[config.mk]
export PLATFORM = sky130hd
export DESIGN_NAME = icy_metadata_deinterleaver
export DESIGN_NICKNAME = d
export VERILOG_FILES = /design/src/design/imd_pkg.sv /design/src/design/icy_metadata_deinterleaver.sv
export SDC_FILE = /design/constraint.sdc
export NUM_CORES = 1
export LEC_CHECK = 0
export BUFFER_PORTS_ARGS = -buffer_cell sky130_fd_sc_hd__buf_2
export CAP_MARGIN = 20
export CORE_MARGIN = 8
export CORE_UTILIZATION = 45
export DETAILED_ROUTE_END_ITERATION = 8
export GPL_TIMING_DRIVEN = 0
export SLEW_MARGIN = 30
export SYNTH_ARGS = -nofsm -noshare
export SYNTH_HDL_FRONTEND = slang
export SYNTH_SLANG_ARGS = --single-unit
[constraint.sdc]
create_clock -name clk -period 8.6 [get_ports clk]
set_clock_uncertainty 0.2 [all_clocks]
set_input_delay 1.29 -clock clk [delete_from_list [all_inputs] [get_ports clk]]
set_output_delay 1.29 -clock clk [all_outputs]
set_load 0.005 [all_outputs]
[src/design/imd_pkg.sv]
// Shared types and constants for the in-band metadata deinterleaver.
`timescale 1ns / 1ps

package imd_pkg;

	// Width of the interval register and of the metadata counters
	localparam int CFG_BITS   = 32;
	localparam int COUNT_BITS = 12;
	// Length byte counts in units of 16 bytes
	localparam int UNIT_SHIFT = 4;

	// Stream phase; the two unused codes behave as payload
	typedef enum logic [1:0] {
		PH_PAYLOAD = 2'd0,
		PH_META    = 2'd1
	} phase_t;

	// One result word
	typedef struct packed {
		logic [7:0] data;
		logic       is_meta;
		logic       last;
	} res_t;

endpackage

[src/design/icy_metadata_deinterleaver.sv]
// In-band metadata deinterleaver: splits metadata blocks out of a byte stream.
//
//   channel | direction | handshake          | payload
//   --------+-----------+--------------------+-------------------------------------
//   in      | input     | in_valid/in_stall  | in_byte
//   out     | output    | out_valid/out_stall| out_byte, is_metadata, meta_last
//   cfg     | input     | cfg_valid/cfg_ready| cfg_data (meta_interval)
//
// One byte per cycle while in_stall is low: the counter compare and decrement
// sit between the input port and the result register, so a new word is taken
// every such cycle. A length byte is consumed with no output word.
// A two-entry output (result register plus skid) keeps input flowing for one more
// word under output stall; in_stall rises only while the skid entry is held.
// arst_n clears the interval, counters, phase and valid flags; cfg_ready is
// always high.
`timescale 1ns / 1ps

module icy_metadata_deinterleaver
	import imd_pkg::*;
#(
	parameter int INTERVAL_BITS = 32
) (
	input  logic                clk,
	input  logic                arst_n,
	// input stream
	input  logic                in_valid,
	output logic                in_stall,
	input  logic [7:0]          in_byte,
	// output stream
	output logic                out_valid,
	input  logic                out_stall,
	output logic [7:0]          out_byte,
	output logic                is_metadata,
	output logic                meta_last,
	// configuration
	input  logic                cfg_valid,
	output logic                cfg_ready,
	input  logic [CFG_BITS-1:0] cfg_data
);

	logic [CFG_BITS-1:0]      interval_q;
	logic [INTERVAL_BITS-1:0] payload_left_q, payload_left_d;
	phase_t                   phase_q, phase_d;
	logic [COUNT_BITS-1:0]    meta_length_q, meta_length_d;
	logic [COUNT_BITS-1:0]    meta_count_q, meta_count_d;
	logic [COUNT_BITS-1:0]    count_inc;
	logic [INTERVAL_BITS-1:0] reload_val;

	logic in_acc, cfg_acc, produce, pop;
	res_t res_d, out_q, skid_q;
	logic out_valid_q, skid_valid_q;

	assign cfg_ready = 1'b1;
	assign cfg_acc   = cfg_valid & cfg_ready;
	assign in_stall  = skid_valid_q;
	assign in_acc    = in_valid & ~in_stall;
	assign pop       = out_valid_q & ~out_stall;

	assign reload_val = INTERVAL_BITS'(interval_q);
	assign count_inc  = meta_count_q + COUNT_BITS'(1);

	// Interval register
	always_ff @(posedge clk or negedge arst_n) begin
		if (!arst_n) begin
			interval_q <= '0;
		end else if (cfg_acc) begin
			interval_q <= cfg_data;
		end
	end

	// Phase, counters
	always_ff @(posedge clk or negedge arst_n) begin
		if (!arst_n) begin
			phase_q        <= PH_PAYLOAD;
			payload_left_q <= '0;
			meta_length_q  <= '0;
			meta_count_q   <= '0;
		end else begin
			phase_q        <= phase_d;
			payload_left_q <= payload_left_d;
			meta_length_q  <= meta_length_d;
			meta_count_q   <= meta_count_d;
		end
	end

	// Next state and result word
	always_comb begin
		phase_d        = phase_q;
		payload_left_d = payload_left_q;
		meta_length_d  = meta_length_q;
		meta_count_d   = meta_count_q;
		produce        = 1'b0;
		res_d.data     = in_byte;
		res_d.is_meta  = 1'b0;
		res_d.last     = 1'b0;

		if (in_acc) begin
			if (interval_q == '0) begin
				// pass-through, state untouched
				produce = 1'b1;
			end else begin
				case (phase_q)
					PH_META: begin
						produce       = 1'b1;
						meta_count_d  = count_inc;
						res_d.is_meta = 1'b1;
						if (count_inc >= meta_length_q) begin
							res_d.last     = 1'b1;
							phase_d        = PH_PAYLOAD;
							payload_left_d = reload_val;
						end
					end
					default: begin
						if (payload_left_q != '0) begin
							produce        = 1'b1;
							payload_left_d = payload_left_q - INTERVAL_BITS'(1);
						end else begin
							// length byte: no result
							meta_length_d = {in_byte, {UNIT_SHIFT{1'b0}}};
							meta_count_d  = '0;
							if (in_byte == 8'd0) begin
								phase_d        = PH_PAYLOAD;
								payload_left_d = reload_val;
							end else begin
								phase_d = PH_META;
							end
						end
					end
				endcase
			end
		end

		// interval write loads the payload counter
		if (cfg_acc) begin
			payload_left_d = INTERVAL_BITS'(cfg_data);
		end
	end

	// Output register and skid entry: valid flags
	always_ff @(posedge clk or negedge arst_n) begin
		if (!arst_n) begin
			out_valid_q  <= 1'b0;
			skid_valid_q <= 1'b0;
		end else if (skid_valid_q) begin
			if (pop) begin
				skid_valid_q <= 1'b0;
			end
		end else if (produce) begin
			if (out_valid_q && !pop) begin
				skid_valid_q <= 1'b1;
			end else begin
				out_valid_q <= 1'b1;
			end
		end else if (pop) begin
			out_valid_q <= 1'b0;
		end
	end

	// Output register and skid entry: data
	always_ff @(posedge clk) begin
		if (skid_valid_q) begin
			if (pop) begin
				out_q <= skid_q;
			end
		end else if (produce) begin
			if (out_valid_q && !pop) begin
				skid_q <= res_d;
			end else begin
				out_q <= res_d;
			end
		end
	end

	assign out_valid   = out_valid_q;
	assign out_byte    = out_q.data;
	assign is_metadata = out_q.is_meta;
	assign meta_last   = out_q.last;

	// Checks
	a_skid_needs_out: assert property (@(posedge clk) disable iff (!arst_n)
		skid_valid_q |-> out_valid_q)
		else $error("skid entry held with empty result register");

	a_last_is_meta: assert property (@(posedge clk) disable iff (!arst_n)
		(out_valid_q && out_q.last) |-> out_q.is_meta)
		else $error("last flag on a payload word");

	a_meta_len: assert property (@(posedge clk) disable iff (!arst_n)
		(phase_q == PH_META) |-> (meta_count_q < meta_length_q))
		else $error("metadata count ran past block length");

	a_skid_drains: assert property (@(posedge clk) disable iff (!arst_n)
		(skid_valid_q && !out_stall) |=> !skid_valid_q)
		else $error("skid entry not drained after output taken");

endmodule
# Word level (Yosys, flattened, before mapping)
# Index checks and enable logic that the tools add are counted.
[op_classes] reduce_logical=16 addsub=2 eq_ne=8 magnitude_cmp=1 n_mux=32 bitwise_logic=7
[ops] operator="2-to-1 mux 32 bit" count=7
[ops] operator="2-to-1 mux 10 bit" count=4
[ops] operator="zero test 32 bit" count=1
[ops] operator="nonzero test 32 bit" count=1
[ops] operator="subtractor 32 x 1 -> 32 bit, second input constant" count=1
[ops] operator="2-to-1 mux 12 bit" count=2
[ops] operator="2-to-1 mux 1 bit" count=13
[ops] operator="adder 12 x 1 -> 12 bit, second input constant" count=1
[ops] operator="greater-or-equal comparator 12 bit" count=1
[ops] operator="2-to-1 mux 2 bit" count=6
[ops] operator="AND reduction 3 bit" count=4
[ops] operator="AND reduction 4 bit" count=3
[ops] operator="!= test 2 bit, second input constant" count=5
[ops] operator="zero test 8 bit" count=1
[ops] operator="nonzero test 2 bit" count=3
[ops] operator="inverter 1 bit" count=5
[ops] operator="nonzero test 4 bit" count=1
[ops] operator="!= test 3 bit, second input constant" count=1
[ops] operator="bitwise AND 1 bit" count=2
[ops] operator="equality test 2 x 1 -> 1 bit, second input constant" count=1
[ops] operator="!= test 2 x 1 -> 1 bit, second input constant" count=1
[ops] operator="logical AND 1 bit" count=1
[ops] operator="zero test 1 bit" count=1
[totals] reg_bits=108 output_inout_bits=13 in_bits=45

# Depth between registers and ports, before layout
[logic_depth] word_depth=9 depth_mapped=15 mapped_depth_nobuf=13

# Worst setup path before layout
# OpenSTA, ideal clock, no wires.
[synth_timing] kind="reg2reg" startpoint="register meta_count_q[0]" endpoint="register payload_left_q[17]" slack_ns=5.012 stages_incl_launch_ff=16 setup_time_ns=0.126 arrival_ns=3.262 path_cell_list="dfrtp_1 ha_1 and3_1 nand3_1 nor2_1 nand3_1 xnor2_1 ha_1 a2111oi_0 o211ai_1 o32ai_1 or3_1 buf_4 buf_6 nor3_1 a221o_1"
[synth_between] elab_chain_len=4
[synth_rtl] element="start, declared" line="icy_metadata_deinterleaver.sv:45" text="logic [COUNT_BITS-1:0] meta_count_q, meta_count_d;"
[synth_rtl] element="start signal, assigned" line="icy_metadata_deinterleaver.sv:82" text="meta_count_q <= meta_count_d;"
[synth_rtl] element="adder 12 x 1 -> 12 bit" line="icy_metadata_deinterleaver.sv:60" text="assign count_inc = meta_count_q + COUNT_BITS'(1);"
[synth_rtl] element="greater-or-equal comparator 12 bit" line="icy_metadata_deinterleaver.sv:107" text="if (count_inc >= meta_length_q) begin"
[synth_rtl] element="!= test 3 bit (no source line)"
[synth_rtl] element="AND reduction 4 bit (no source line)"
[synth_rtl] element="end signal, assigned" line="icy_metadata_deinterleaver.sv:80" text="payload_left_q <= payload_left_d;"
[synth_rtl] element="end, declared" line="icy_metadata_deinterleaver.sv:42" text="logic [INTERVAL_BITS-1:0] payload_left_q, payload_left_d;"
# Every way passes these cells.
# A chain may end at the register's enable or synchronous reset.

# Worst setup path in the final report
[layout_timing] startpoint="register meta_count_q[0]" endpoint="register payload_left_q[12]"
# Same word-level chain as after synthesis.

==> results.py <==
metrics = {
    "status": {
        "status": "complete, no violations",
    },
    "sta": {
        "slew_headroom": 0.364,
        "fin_crit_ns": 4.36,
        "setup_viol": 0,
        "fin_tns_setup_ns": 0,
        "max_freq_mhz": 229,
        "worst_slew_pin_slew_ns": 0.953,
        "final.period_utilization": 0.507,
        "rsz0062_at_grt": "false",
        "slew_violations": 0,
        "hold_violations": 0,
    },
    "critical_path": {
        "critPathKind": "register to register",
        "critPathCaptureType": "register",
        "crit_path_cell_trace": "ha_1 > and3_1 > nand3_1 > nor2_1 > nand3_1 > xnor2_1 > ha_1 > a2111oi_0 > o211ai_1 > o32ai_1 > nor3_2 > clkbuf_1 > mux2i_1 > o2bb2ai_1",
        "slowest_delay_ns": 0.58,
        "cp_max_fo": 10,
        "critical-path-slowest-cell": "a2111oi_0",
        "critPathRequiredTime_ns": 8.65,
        "start_kind": "register",
        "worstPathArrival_ns": 4.41,
    },
    "global_routing": {
        "grt_max_degree": 46,
        "grt_antenna_before_repair": 0,
        "grt_pass1_vias": 5017,
        "grt_overflow": 0,
        "grt_usage": 0.204,
        "grt_pass1_wl_um": 26500,
    },
    "drt": {
        "final_antenna_net_count": 0,
        "wl_um": 16700,
        "via_per_inst": 5.78,
        "dr.first_iter.drc_count": 464,
        "routed-via-count": 4999,
        "wl_per_cell_um": 19.3,
        "drc": 0,
        "drt_pre_antenna_iters": 5,
    },
    "place": {
        "io_buffer_count": 55,
        "gp_congestion": 0.877,
        "dpl.hpwl_um": 12100,
    },
    "synthesis": {
        "synth_edf_count": 20,
        "ys.flop_type": "dfrtp_1",
        "syn_nets": 673,
        "avgSynthCellArea_um2": 9.58,
        "ys_ff_latch": 107,
        "synth-warning-count": 0,
        "async_reset_ff_frac": 0.813,
        "ys_types": 68,
        "synth_cells": 617,
        "synth.cell_area_um2": 5910,
        "ys_seq_area_frac": 0.470,
    },
    "clock_network": {
        "numCtsBuffers": 9,
        "clkLatencyLatePin_ns": 0.36,
        "cts_tree": "built",
        "holdBufCountCts": 0,
        "root_buffer": "clkbuf_16",
        "cts.clk_slew.worst_paths_ns": 0.07,
        "post_cts_resize_count": 0,
        "cts_max_path_buffers": 2,
        "clkSinkCount": 107,
        "htreeDepth": 3,
        "postCtsSetupBuffers": 0,
    },
    "die": {
        "die_w_um": 131,
        "fp.coreArea_um2": 13000,
        "die_y_um": 131,
        "rows": 42,
        "num_io_pins": 58,
        "dieArea_um2": 17100,
        "start_util": 0.454,
    },
    "min_path": {
        "hold_class": "register to register",
    },
    "job": {
        "cap_violations": 0,
    },
    "cells_and_area": {
        "final_cell_mix": "dfrtp_1, nand2_1, buf_2",
        "mostFrequentLayoutCell": "dfrtp_1",
        "syn2layout_area_growth_pct": 13.9,
        "diodes": 0,
        "nFillCells": 1265,
        "fin_nets": 740,
        "fin_util": 0.517,
        "drive_above_1_share": 0.181,
    },
    "power_and_ir_drop": {
        "powerDensity_nw_per_um2": 191,
        "vdd_ir_drop_max_mv": 0.103,
        "p_leak_nw": 2.90,
    },
}
[critical path: cells and delay by family, from the launching register on]
kind | cells | cell delay, ns
DFF | 1 | 0.45
muxes | 1 | 0.30
and+or+nand+nor | 5 | 0.90
AOI/OAI and AO/OA | 4 | 1.32
xor gates and xnor gates | 1 | 0.22
buffers and inverters | 1 | 0.34
adders and majority gates | 2 | 0.52
[registers in the layout, indices dropped and copies added, names as in the netlist]
register and flops:
phase_q 1, interval_q 32, meta_last 1, in_stall 1, skid_q 10, meta_count_q 12, out_valid 1, payload_left_q 32
meta_length_q 8, is_metadata 1, out_byte 8
[path summary, 6_finish.rpt]
path / startpoint / to / slack [ns] / depth (start not counted)
worst max register to register: meta_count_q[0] / payload_left_q[12] / 4.24 / 14
max in group asynchronous: arst_n / meta_length_q[5] / 6.97 / 2
worst min-delay path: interval_q[21] / interval_q[21] / 0.31 / 1
worst min register to register: interval_q[21] / interval_q[21] / 0.31 / 1
min in group asynchronous: arst_n / interval_q[4] / 0.64 / 1
worst max-delay path: meta_count_q[0] / payload_left_q[12] / 4.24 / 14
[Yosys cell counts (all sizes together), types with 12 or more instances]
cell    number  area (um2)
buf         17         115
mux2        16         180
a21oi       23         115
dfrtp       87        2180
clkbuf      18        67.6
inv         52         195
o21ai       46         230
o221ai      12         105
nand3       19        95.1
nand2       71         269
nor3        21         136
nor2        42         158
nor4        23         208
edfxtp      20         601
[cell families after synthesis]
kind of cell | after synthesis | synth area share
AND/OR/NAND/NOR | 214 | 0.193
AO/OA/AOI/OAI | 165 | 0.194
flip-flops | 107 | 0.470
buffers and inverters | 87 | 0.0639
multiplexers | 21 | 0.0389
adder cells (fa/ha/maj) | 11 | 0.0233
XOR/XNOR | 11 | 0.0163
other | 1 | 0.000634
[metal layers]
layer	GRT usage	share of wire	vias to the layer above
met3	0.0410	0.058	22
met1	0.269	0.45	2429
met4	0.0689	0.018	0
met5	0	0	-
met2	0.328	0.47	165
li1	-	-	2383
[final cells by class]
class	instances	area [um2]	area share
Buffer	35	183	0.0271
Clock buffer	10	239	0.0355
Clock inverter	6	51.3	0.00762
Inverter	52	195	0.0290
Multi-Input combinational cell	423	2760	0.410
Sequential cell	107	2780	0.413
Tap cell	176	220	0.0327
Timing Repair Buffer	56	309	0.0459
[power breakdown]
| part | internal (mW) | switching [mW] |
|---|---|---|
| clock | 0.207 | 0.198 |
| combinational | 0.100 | 0.138 |
| sequential | 0.591 | 0.0547 |
[through the flow]
step	area, um2	cells	setup WS [ns]	hold WS, ns	total power [mW]
after floorplan	5910	617	5.01	0.261	0.798
after global placement	6410	848	4.43	0.298	0.887
after detailed placement	6440	849	4.31	0.294	0.896
after CTS	6730	865	4.28	0.311	1.30
after global routing	6730	865	4.00	0.329	1.36
final	6730	865	4.24	0.312	1.29
Note: power is estimated with default switching activity, not from simulation.
